File: src/itp_pkg.sv
package itp_pkg;

    localparam int CHAR_W          = 8;
    localparam int DEF_STACK_DEPTH = 16;

    localparam logic [CHAR_W-1:0] CHAR_LPAREN = 8'h28;
    localparam logic [CHAR_W-1:0] CHAR_RPAREN = 8'h29;
    localparam logic [CHAR_W-1:0] CHAR_PLUS   = 8'h2B;
    localparam logic [CHAR_W-1:0] CHAR_MINUS  = 8'h2D;
    localparam logic [CHAR_W-1:0] CHAR_STAR   = 8'h2A;
    localparam logic [CHAR_W-1:0] CHAR_SLASH  = 8'h2F;
    localparam logic [CHAR_W-1:0] CHAR_DOT    = 8'h2E;
    localparam logic [CHAR_W-1:0] CHAR_SPACE  = 8'h20;
    localparam logic [CHAR_W-1:0] CHAR_ZERO   = 8'h30;
    localparam logic [CHAR_W-1:0] CHAR_NINE   = 8'h39;
    localparam logic [CHAR_W-1:0] CHAR_NUL    = 8'h00;

    typedef logic signed [2:0] t_rank;

    localparam t_rank RANK_PAREN = 3'sd3;
    localparam t_rank RANK_ADD   = 3'sd2;
    localparam t_rank RANK_MUL   = 3'sd1;
    localparam t_rank RANK_OPEN  = 3'sd0;
    localparam t_rank RANK_OTHER = -3'sd1;

    typedef struct packed {
        logic [CHAR_W-1:0] out_char;
        logic              char_valid;
        logic              run_last;
        logic              expr_done;
        logic              stack_overflow;
    } t_result;

    function automatic t_rank stack_rank(input logic [CHAR_W-1:0] c);
        t_rank r;
        case (c)
            CHAR_LPAREN:            r = RANK_PAREN;
            CHAR_PLUS, CHAR_MINUS:  r = RANK_ADD;
            CHAR_STAR, CHAR_SLASH:  r = RANK_MUL;
            default:                r = RANK_OTHER;
        endcase
        return r;
    endfunction

    function automatic t_rank token_rank(input logic [CHAR_W-1:0] c);
        t_rank r;
        if (c == CHAR_LPAREN) begin
            r = RANK_OPEN;
        end else begin
            r = stack_rank(c);
        end
        return r;
    endfunction

    function automatic logic is_num(input logic [CHAR_W-1:0] c);
        return ((c >= CHAR_ZERO) && (c <= CHAR_NINE)) || (c == CHAR_DOT);
    endfunction

endpackage

File: src/itp_ram.sv
module itp_ram #(
    parameter int WIDTH = 8,
    parameter int DEPTH = 16
) (
    input  logic                     i_clk,
    input  logic                     i_we,
    input  logic [$clog2(DEPTH)-1:0] i_waddr,
    input  logic [WIDTH-1:0]         i_wdata,
    input  logic                     i_re,
    input  logic [$clog2(DEPTH)-1:0] i_raddr,
    output logic [WIDTH-1:0]         o_rdata
);

    logic [WIDTH-1:0] r_mem [DEPTH];
    logic [WIDTH-1:0] r_rdata;

    always_ff @(posedge i_clk) begin
        if (i_we) begin
            r_mem[i_waddr] <= i_wdata;
        end
        if (i_re) begin
            r_rdata <= r_mem[i_raddr];
        end
    end

    assign o_rdata = r_rdata;

endmodule

File: src/itp_out.sv
module itp_out import itp_pkg::*; (
    input  logic    i_clk,
    input  logic    i_rst_n,
    input  logic    i_push,
    input  t_result i_res,
    input  logic    i_stall,
    output logic    o_free,
    output logic    o_valid,
    output t_result o_res
);

    logic    r_valid;
    t_result r_res;

    assign o_free = !r_valid || !i_stall;

    always_ff @(posedge i_clk) begin
        if (!i_rst_n) begin
            r_valid <= 1'b0;
        end else if (i_push) begin
            r_valid <= 1'b1;
        end else if (!i_stall) begin
            r_valid <= 1'b0;
        end
        if (i_push) begin
            r_res <= i_res;
        end
    end

    assign o_valid = r_valid;
    assign o_res   = r_res;

endmodule

File: src/itp_seq.sv
module itp_seq import itp_pkg::*; #(
    parameter int STACK_DEPTH = DEF_STACK_DEPTH
) (
    input  logic                           i_clk,
    input  logic                           i_rst_n,
    input  logic                           i_valid,
    output logic                           o_stall,
    input  logic [CHAR_W-1:0]              i_char,
    input  logic                           i_last,
    output logic                           o_ram_we,
    output logic [$clog2(STACK_DEPTH)-1:0] o_ram_waddr,
    output logic [CHAR_W-1:0]              o_ram_wdata,
    output logic                           o_ram_re,
    output logic [$clog2(STACK_DEPTH)-1:0] o_ram_raddr,
    input  logic [CHAR_W-1:0]              i_ram_rdata,
    input  logic                           i_free,
    output logic                           o_push,
    output t_result                        o_res
);

    localparam int AW = $clog2(STACK_DEPTH);
    localparam int CW = $clog2(STACK_DEPTH + 1);

    typedef enum logic [2:0] {S_IDLE, S_SPACE, S_POP, S_RD, S_FIN} t_state;
    typedef enum logic [1:0] {M_CLOSE, M_OPER, M_FLUSH} t_mode;

    t_state            r_state, n_state;
    t_mode             r_mode, n_mode;
    logic [CW-1:0]     r_count, n_count;
    logic              r_in_number, n_in_number;
    logic [CHAR_W-1:0] r_top, n_top;
    logic [CHAR_W-1:0] r_c, n_c;
    logic              r_last, n_last;
    logic              r_ovf, n_ovf;
    logic              r_hit, n_hit;
    logic              r_pend_v, n_pend_v;
    logic [CHAR_W-1:0] r_pend_ch, n_pend_ch;
    logic              r_pend_cv, n_pend_cv;

    logic              gen;
    logic [CHAR_W-1:0] gen_ch;
    logic              can_go;
    logic              do_pop;
    logic              do_emit;
    logic              top_open;
    logic [CW-1:0]     count_dec;
    logic [CW-1:0]     rd_idx;

    assign can_go    = !r_pend_v || i_free;
    assign top_open  = (r_top == CHAR_LPAREN);
    assign count_dec = r_count - CW'(1);
    assign rd_idx    = r_count - CW'(2);
    assign o_stall   = (r_state != S_IDLE);

    always_comb begin
        n_state     = r_state;
        n_mode      = r_mode;
        n_count     = r_count;
        n_in_number = r_in_number;
        n_top       = r_top;
        n_c         = r_c;
        n_last      = r_last;
        n_ovf       = r_ovf;
        n_hit       = r_hit;
        n_pend_v    = r_pend_v;
        n_pend_ch   = r_pend_ch;
        n_pend_cv   = r_pend_cv;
        gen         = 1'b0;
        gen_ch      = CHAR_SPACE;
        do_pop      = 1'b0;
        do_emit     = !top_open;
        o_ram_we    = 1'b0;
        o_ram_waddr = r_count[AW-1:0];
        o_ram_wdata = r_c;
        o_ram_re    = 1'b0;
        o_ram_raddr = rd_idx[AW-1:0];
        o_push      = 1'b0;
        o_res       = '{out_char: r_pend_ch, char_valid: r_pend_cv, run_last: 1'b0,
                        expr_done: 1'b0, stack_overflow: r_ovf};

        case (r_state)
            S_IDLE: begin
                if (i_valid) begin
                    n_c    = i_char;
                    n_last = i_last;
                    n_hit  = 1'b0;
                    if (is_num(i_char)) begin
                        gen         = 1'b1;
                        gen_ch      = i_char;
                        n_in_number = 1'b1;
                        n_ovf       = 1'b0;
                        n_state     = i_last ? S_SPACE : S_FIN;
                    end else begin
                        if (r_in_number) begin
                            gen         = 1'b1;
                            gen_ch      = CHAR_SPACE;
                            n_in_number = 1'b0;
                        end
                        if (i_char == CHAR_RPAREN) begin
                            n_mode = M_CLOSE;
                            n_ovf  = 1'b0;
                        end else begin
                            n_mode = M_OPER;
                            n_ovf  = (r_count == CW'(STACK_DEPTH)) &&
                                     (stack_rank(r_top) > token_rank(i_char));
                        end
                        n_state = S_POP;
                    end
                end
            end
            S_SPACE: begin
                if (can_go) begin
                    gen         = 1'b1;
                    gen_ch      = CHAR_SPACE;
                    n_in_number = 1'b0;
                    n_mode      = M_FLUSH;
                    n_state     = S_POP;
                end
            end
            S_POP: begin
                case (r_mode)
                    M_CLOSE: begin
                        do_pop  = (r_count != '0) && !r_hit;
                    end
                    M_OPER: begin
                        do_pop  = (r_count != '0) &&
                                  !(stack_rank(r_top) > token_rank(r_c));
                    end
                    M_FLUSH: begin
                        do_pop  = (r_count != '0);
                    end
                    default: begin
                        do_pop  = 1'b0;
                    end
                endcase
                if (do_pop) begin
                    if (!do_emit || can_go) begin
                        gen     = do_emit;
                        gen_ch  = r_top;
                        n_count = count_dec;
                        if ((r_mode == M_CLOSE) && top_open) begin
                            n_hit = 1'b1;
                        end
                        if (count_dec != '0) begin
                            o_ram_re = 1'b1;
                            n_state  = S_RD;
                        end
                    end
                end else begin
                    if ((r_mode == M_OPER) && (r_count < CW'(STACK_DEPTH))) begin
                        o_ram_we = 1'b1;
                        n_top    = r_c;
                        n_count  = r_count + CW'(1);
                    end
                    if ((r_mode != M_FLUSH) && r_last) begin
                        n_mode = M_FLUSH;
                    end else begin
                        n_state = S_FIN;
                    end
                end
            end
            S_RD: begin
                n_top   = i_ram_rdata;
                n_state = S_POP;
            end
            S_FIN: begin
                if (r_pend_v || r_last || r_ovf) begin
                    if (i_free) begin
                        o_push   = 1'b1;
                        o_res    = '{out_char: r_pend_v ? r_pend_ch : CHAR_NUL,
                                     char_valid: r_pend_v && r_pend_cv,
                                     run_last: 1'b1, expr_done: r_last,
                                     stack_overflow: r_ovf};
                        n_pend_v = 1'b0;
                        n_state  = S_IDLE;
                    end
                end else begin
                    n_state = S_IDLE;
                end
            end
            default: begin
                n_state = S_IDLE;
            end
        endcase

        if (gen) begin
            if (r_pend_v) begin
                o_push = 1'b1;
            end
            n_pend_v  = 1'b1;
            n_pend_ch = gen_ch;
            n_pend_cv = 1'b1;
        end
    end

    always_ff @(posedge i_clk) begin
        if (!i_rst_n) begin
            r_state     <= S_IDLE;
            r_count     <= '0;
            r_in_number <= 1'b0;
            r_pend_v    <= 1'b0;
        end else begin
            r_state     <= n_state;
            r_count     <= n_count;
            r_in_number <= n_in_number;
            r_pend_v    <= n_pend_v;
        end
        r_mode    <= n_mode;
        r_top     <= n_top;
        r_c       <= n_c;
        r_last    <= n_last;
        r_ovf     <= n_ovf;
        r_hit     <= n_hit;
        r_pend_ch <= n_pend_ch;
        r_pend_cv <= n_pend_cv;
    end

endmodule

File: src/infix_to_postfix_converter_top.sv
// Flow: a digit passes through the pending character register and then the output register;
// an operator pops the stack (each pop followed by the RAM read that refills the top) and is
// then pushed. Pops use the single RAM read port and wait while the output cannot take the
// popped character; one transaction in flight at a time (o_stall until the sequencer is idle).
// Reset: synchronous, active low; clears stack count, number flag and output valid.
// The stack RAM is not cleared.
module infix_to_postfix_converter_top import itp_pkg::*; #(
    parameter int STACK_DEPTH = DEF_STACK_DEPTH
) (
    input  logic              i_clk,
    input  logic              i_rst_n,
    input  logic              i_valid,
    output logic              o_stall,
    input  logic [CHAR_W-1:0] i_in_char,
    input  logic              i_expr_last,
    output logic              o_valid,
    input  logic              i_stall,
    output logic [CHAR_W-1:0] o_out_char,
    output logic              o_char_valid,
    output logic              o_run_last,
    output logic              o_expr_done,
    output logic              o_stack_overflow
);

    localparam int AW = $clog2(STACK_DEPTH);

    logic              ram_we;
    logic [AW-1:0]     ram_waddr;
    logic [CHAR_W-1:0] ram_wdata;
    logic              ram_re;
    logic [AW-1:0]     ram_raddr;
    logic [CHAR_W-1:0] ram_rdata;
    logic              out_free;
    logic              out_push;
    t_result           seq_res;
    t_result           out_res;

    itp_ram #(
        .WIDTH (CHAR_W),
        .DEPTH (STACK_DEPTH)
    ) u_stack (
        .i_clk   (i_clk),
        .i_we    (ram_we),
        .i_waddr (ram_waddr),
        .i_wdata (ram_wdata),
        .i_re    (ram_re),
        .i_raddr (ram_raddr),
        .o_rdata (ram_rdata)
    );

    itp_seq #(
        .STACK_DEPTH (STACK_DEPTH)
    ) u_seq (
        .i_clk       (i_clk),
        .i_rst_n     (i_rst_n),
        .i_valid     (i_valid),
        .o_stall     (o_stall),
        .i_char      (i_in_char),
        .i_last      (i_expr_last),
        .o_ram_we    (ram_we),
        .o_ram_waddr (ram_waddr),
        .o_ram_wdata (ram_wdata),
        .o_ram_re    (ram_re),
        .o_ram_raddr (ram_raddr),
        .i_ram_rdata (ram_rdata),
        .i_free      (out_free),
        .o_push      (out_push),
        .o_res       (seq_res)
    );

    itp_out u_out (
        .i_clk   (i_clk),
        .i_rst_n (i_rst_n),
        .i_push  (out_push),
        .i_res   (seq_res),
        .i_stall (i_stall),
        .o_free  (out_free),
        .o_valid (o_valid),
        .o_res   (out_res)
    );

    assign o_out_char       = out_res.out_char;
    assign o_char_valid     = out_res.char_valid;
    assign o_run_last       = out_res.run_last;
    assign o_expr_done      = out_res.expr_done;
    assign o_stack_overflow = out_res.stack_overflow;

endmodule
File: config.mk
export PLATFORM = sky130hd
export DESIGN_NAME = infix_to_postfix_converter_top
export DESIGN_NICKNAME = d
export VERILOG_FILES = /design/src/itp_pkg.sv /design/src/itp_ram.sv /design/src/itp_out.sv /design/src/itp_seq.sv /design/src/infix_to_postfix_converter_top.sv
export SDC_FILE = /design/constraint.sdc
export NUM_CORES = 1
export LEC_CHECK = 0
export BUFFER_PORTS_ARGS = -buffer_cell sky130_fd_sc_hd__buf_2
export CORE_ASPECT_RATIO = 2
export CORE_MARGIN = 4
export CORE_UTILIZATION = 56
export DETAILED_ROUTE_END_ITERATION = 10
export HOLD_SLACK_MARGIN = 0.05
export PLACE_DENSITY_LB_ADDON = 0.12
export REMOVE_ABC_BUFFERS = 1
export SYNTH_ARGS = -nofsm -noshare
export SYNTH_HDL_FRONTEND = slang
export SYNTH_SLANG_ARGS = --single-unit
File: constraint.sdc
create_clock -name i_clk -period 4.2 [get_ports i_clk]
set_input_delay 0.21 -clock i_clk [delete_from_list [all_inputs] [get_ports i_clk]]
set_output_delay 0.21 -clock i_clk [all_outputs]
set_load 0.05 [all_outputs]
# == Word-level counts from Yosys, hierarchy flattened ==
# Memory sizes are Yosys's and may differ from the RTL's. A register that Yosys moved wholly into a read port is not among the register bits.
# Cells that the tools add are included.
# op_classes
addsub,3
magnitude_cmp,5
n_eq_ne,40
n_reduce_logical,49
muxes,88
# op_table
op,n
"== test 8 x 6 -> 1 bit, second input constant",17
two-way mux 3 bit,24
two-way mux 8 bit,7
two-way mux 12 bit,3
two-way mux 1 bit,35
case mux 8 bit (2 select lines),2
two-way mux 5 bit,3
case mux 3 bit (5 select lines),1
AND reduction 3 bit,5
"inequality test 2 x 1 -> 1 bit, second input constant",7
nonzero test 2 bit,7
OR reduction 2 bit,7
case mux 3 bit (2 select lines),2
AND reduction 6 bit,2
two-way mux 2 bit,5
"inequality test 2 bit, second input constant",5
nonzero test 5 bit,2
case mux 3 bit (3 select lines),1
"greater-or-equal comparator 8 x 6 -> 1 bit, second input constant",1
"<= comparator 8 x 6 -> 1 bit, second input constant",1
logical AND 1 bit,7
"== test 3 x 2 -> 1 bit, second input constant",2
greater-than comparator 3 bit,2
logical NOT 1 bit,6
20 further kinds,31
# word_totals
n_memories,1
regBits,52
mem_bits_rw,128
# mem_list
memory,words,width,rd,rd_clocked_by_memory_dff,write_ports,line,text
u_stack.r_mem,16,8,1,1,1,itp_ram.sv:14,logic [WIDTH-1:0] r_mem [DEPTH];

# == Logic depth before layout (Yosys ltp) ==
# logic_depth
word_depth,15
depth_mapped,12
depth_no_buf,11

# == Modules after synthesis ==
# A second synthesis with hierarchy kept.
# hier_totals
cells_unflattened,493
hier_area_um2,8197.9
# by_module_without_submodules
module,cells_per_inst,seq_area_each_um2,instances,area_each_um2
itp_ram,229,4083.9,1,5227.5
itp_seq,248,1071.0,1,2575.0
itp_out,16,380.4,1,395.4

# == Worst setup path before layout ==
# OpenSTA, ideal clock, no wires.
# synth_timing
kind,reg-to-reg
start,"register u_seq.r_c[4], in the netlist u_seq.o_ram_wdata[4]"
end,"register u_out.r_res (netlist bit u_out.o_res[0]), enable pin"
synth_period_minus_slack_ns,3.906
arrival_time_ns,3.508
path_buffers,0
slack_ns,0.294
setup_ns,0.398
stages_incl_launch_ff,9
t_required_ns,3.802
path_cell_list,edfxtp_1 or4_1 a21oi_1 ha_1 or3b_2 a211oi_2 a21o_1 a211oi_1 o21ai_0
# synth_via
elab_chain_len,14
elab_cells_between_ends,19
cone_classes,1 x order compare; 5 x eq/ne; 9 x mux; 4 x reduce/logical
# synth_rtl
item,line,text
start: declaration,itp_seq.sv:32,"logic [CHAR_W-1:0] r_c, n_c;"
start signal: assignment,itp_seq.sv:210,r_c <= n_c;
== test 8 x 6 -> 1 bit,itp_pkg.sv:36,case (c)
OR reduction 2 bit,itp_pkg.sv:36,
case mux 3 bit (2 select lines),itp_pkg.sv:36,
two-way mux 3 bit *,itp_pkg.sv:47,if (c == CHAR_LPAREN) begin
two-way mux 3 bit *,itp_seq.sv:121,case (r_mode)
two-way mux 3 bit *,itp_seq.sv:81,case (r_state)
greater-than comparator 3 bit *,itp_seq.sv:127,!(stack_rank(r_top) > token_rank(r_c));
logical NOT 1 bit *,itp_seq.sv:127,
logical AND 1 bit *,itp_seq.sv:126,do_pop = (r_count != '0) &&
case mux 1 bit (3 select lines) *,itp_seq.sv:121,
two-way mux 1 bit *,itp_seq.sv:81,
two-way mux 1 bit *,itp_seq.sv:136,if (do_pop) begin
case mux 1 bit (3 select lines) *,itp_seq.sv:81,
two-way mux 1 bit *,itp_seq.sv:186,if (gen) begin
via out_push,infix_to_postfix_converter_top.sv:34,logic out_push;
end signal: assignment,itp_out.sv:26,r_res <= i_res;
end: declaration,itp_out.sv:13,t_result r_res;
# Mark *: on every way through the listed nets, which the timed path passes. The rest lies on a longest branch. The select of a mux whose other input is x is not followed.
# A chain may end at the register's enable or synchronous reset.

# == Final worst setup path ==
# layout_timing
start,register u_seq.r_top[1]
end,"register u_stack.r_rdata[1], in the netlist u_stack.o_rdata[1] (read register of u_stack.r_mem), enable pin"
# layout_via
elab_chain_len,12
elab_cells_between_ends,19
cone_classes,1 x order compare; 5 x eq/ne; 8 x mux; 5 x reduce/logical
# layout_rtl
item,line,text
start: declaration,itp_seq.sv:31,"logic [CHAR_W-1:0] r_top, n_top;"
start signal: assignment,itp_seq.sv:209,r_top <= n_top;
== test 8 x 6 -> 1 bit,itp_pkg.sv:36,
OR reduction 2 bit,itp_pkg.sv:36,
case mux 3 bit (3 select lines),itp_pkg.sv:36,
two-way mux 3 bit,itp_seq.sv:121,
two-way mux 3 bit,itp_seq.sv:81,
greater-than comparator 3 bit,itp_seq.sv:127,
logical NOT 1 bit,itp_seq.sv:127,
logical AND 1 bit,itp_seq.sv:126,
case mux 1 bit (3 select lines),itp_seq.sv:121,
two-way mux 1 bit,itp_seq.sv:81,
two-way mux 1 bit *,itp_seq.sv:136,
two-way mux 1 bit *,itp_seq.sv:81,
via ram_re,infix_to_postfix_converter_top.sv:30,logic ram_re;
end: declaration,itp_ram.sv:15,logic [WIDTH-1:0] r_rdata;
# Marked as above.

==> metrics <==
worst hold path type in2reg; Crit path largest cell delay 450 ps; async set or reset register ratio after synthesis 0; Setup WS pre-CTS 458 ps; Seq. cell area 5540 sq um; Synth Flop Type edfxtp_1; first-pass GRT wire length 28.3 mm; Num CTS Buffers 17; register area share after synthesis 0.687; post-DP HPWL 13.7 mm; startpoint types flip-flop; Worst-path clk slew 70 ps; #FFs+latches synth 188; Worst Path Required 4330 ps; Hold Crit Depth 1; largest net degree at the start of global routing 39; Initial Util 0.574; Rel. slew slack 0.352; post-DR wirelength/cell 25.8 um; IR Drop Worst-Case VDD 294 uV; Syn Area/Cell 17.0 sq um; area share of the largest cell type after synthesis 0.660; Distinct cells, synth 57; Worst-Skew Late Latency 430 ps; via count 4552; Post-Layout Cell Count 735; endpoints failing setup 0; vias in the first global route 4803; run status completed; Sink Count 188; Total GRT Usage 0.245; cells after synthesis 475; die width 92.8 um; DRC violation count after routing 0; Layout area overhead 14.1%; drt initial violations 275; PD cells 625 nW/um^2; antenna violations before repair 0; max-cap viol count 0; leading area contributor after synthesis edfxtp_1; critical path endpoint category flip-flop; Final Wtd Congestion 0.926; CTS tree yes; top cells by count, synth edfxtp_1 (177), mux4_2 (40), nand2_1 (25); RSZ-0062 raised after global routing false; Max Buffers Root-to-Sink 2; first drt pass iteration count 5; IO Port Bufs 26; skew final 10.8 ps; ANT nets after route 0; Worst Setup Slack, final 434 ps; nets 561; final hold viol count 0; Critical Path AT 3900 ps; die height 178 um; ant diodes 0; Hold WS 77.1 ps; row count 61; multi-input logic area 2360 sq um; clk root buf clkbuf_16; crit path kind reg2reg; fin crit period 3770 ps; CP max FO 10; setup tns final 0 ps; Tot Pwr 0.00575 W; crit share post-route 0.897; Slew Viols, Final 0; EDFF count, synth 177; CTS H-tree lvls 4; worst-path cell chain nor4b_1 > and3_1 > nor3b_1 > ha_1 > or3b_2 > a211oi_2 > a21o_1 > nand2_1 > a41oi_1 > buf_4; fillcell total 1038; final wirelength 18.9 mm; Worst path slowest cell edfxtp_1; yosys warns 0; Area contributors post-synth edfxtp_1 (66%), mux4_2 (11%), dfxtp_1 (2.7%), ha_1 (2.3%), nand2_1 (1.2%); Lkg Pwr 3.09 nW; area of the die 16500 sq um; Worst Reg-to-Reg Cells 10; vias per inst 6.19; DP Cell Count 699; Slew @ Worst Pin 960 ps; grt ovf 0; fmax 0.266 GHz; most frequent cell after synthesis edfxtp_1; Boundary Pins 27; proportion of layout cells with a drive suffix above 1 0.264; CORE AREA 14000 sq um; Netlist Area Pre-Place 8060 sq um
through the flow:
| stage | instance area (sq um) | util |
|---|---|---|
| after floorplan | 7960 | - |
| after global placement | 8550 | 0.609 |
| after detailed placement | 8550 | 0.609 |
| after CTS | 9190 | 0.654 |
| after global routing | 9190 | 0.654 |
| final | 9190 | 0.654 |
layout by cell type (no fill, tap or decap), types with 10 or more instances in the layout:
cell | synthesis | routed
buf_2 | 5 | 26
inv_1 | 17 | 17
nor3_1 | 17 | 17
dfxtp_1 | 11 | 10
mux4_2 | 40 | 40
nor2_1 | 18 | 18
a21oi_1 | 13 | 13
buf_4 | 0 | 29
nor2b_1 | 14 | 14
ha_1 | 15 | 15
nand2_1 | 25 | 25
edfxtp_1 | 177 | 177
clkbuf_16 | 0 | 17
worst paths after layout:
check	start	to	slack (ps)
min reg2reg	u_seq.r_ovf	u_out.o_res[0]	540
max reg2reg	u_seq.r_top[1]	u_stack.o_rdata[1]	430
min	i_in_char[4]	u_seq.o_ram_wdata[4]	80
max	u_seq.r_top[1]	u_stack.o_rdata[1]	430
per-layer routing:
metal | up-vias | wire (um) | global-route usage
li1 | 2031 | - | -
met1 | 2335 | 6170 | 0.238
met2 | 135 | 11000 | 0.466
met3 | 51 | 553 | 0.0365
met4 | 0 | 1200 | 0.156
met5 | - | 0 | 0
registers in the layout (all words and copies together) (netlist names):
register and count:
u_seq.r_last 1, u_seq.r_top 8, u_seq.r_pend_ch 8, u_out.o_res 12
u_seq.r_state 3, u_seq.r_pend_v 1, u_stack.r_mem 128, u_seq.r_hit 1
u_seq.r_mode 2, u_seq.o_ram_wdata 8, u_seq.r_in_number 1, u_seq.r_count 5
u_stack.o_rdata 8, u_out.o_valid 1, u_seq.r_ovf 1
critical path, delay by kind of cell (launching register included):
kind | cells | cell delay [ps]
AND/OR/NAND/NOR | 5 | 1370
AO/OA/AOI/OAI | 3 | 1080
flip-flops | 1 | 450
adder cells (fa/ha/maj) | 1 | 310
buffers and inverters | 1 | 260
power by group:
part | internal [W] | leakage (nW) | total, W | switching (W)
Combinational | 0.000590 | 1.11 | 0.00153 | 0.000945
Clock | 0.000861 | 0.290 | 0.00163 | 0.000766
Sequential | 0.00240 | 1.69 | 0.00259 | 0.000184
what timing repair did:
item,4_1_cts,5_1_grt
resized for setup,0,0
setup buffers,0,0
hold buffers,4,0
setup endpoints to repair,0,0
endpoints found under the hold margin,4,0
area by class of cell:
type,count,share of cell area
flip-flops and latches,188,0.602
multi-input cells,250,0.257
clock buffers,19,0.0471
well taps,189,0.0257
inverters,17,0.00694
clock inverters,13,0.0187
repair buffers,59,0.0422
logic make-up (layout without fill, tap and decap cells):
logic type                 after synthesis  in the layout  synth area share
xor gates and xnor gates                 8              8           0.00870
and+or+nand+nor                        113            113            0.0769
adders and majority gates               15             15            0.0233
muxes                                   51             51             0.127
buffers and inverters                   37            108            0.0199
DFF                                    188            188             0.687
AOI/OAI and AO/OA                       63             63            0.0575
Note: power is estimated with default switching activity, not from simulation.
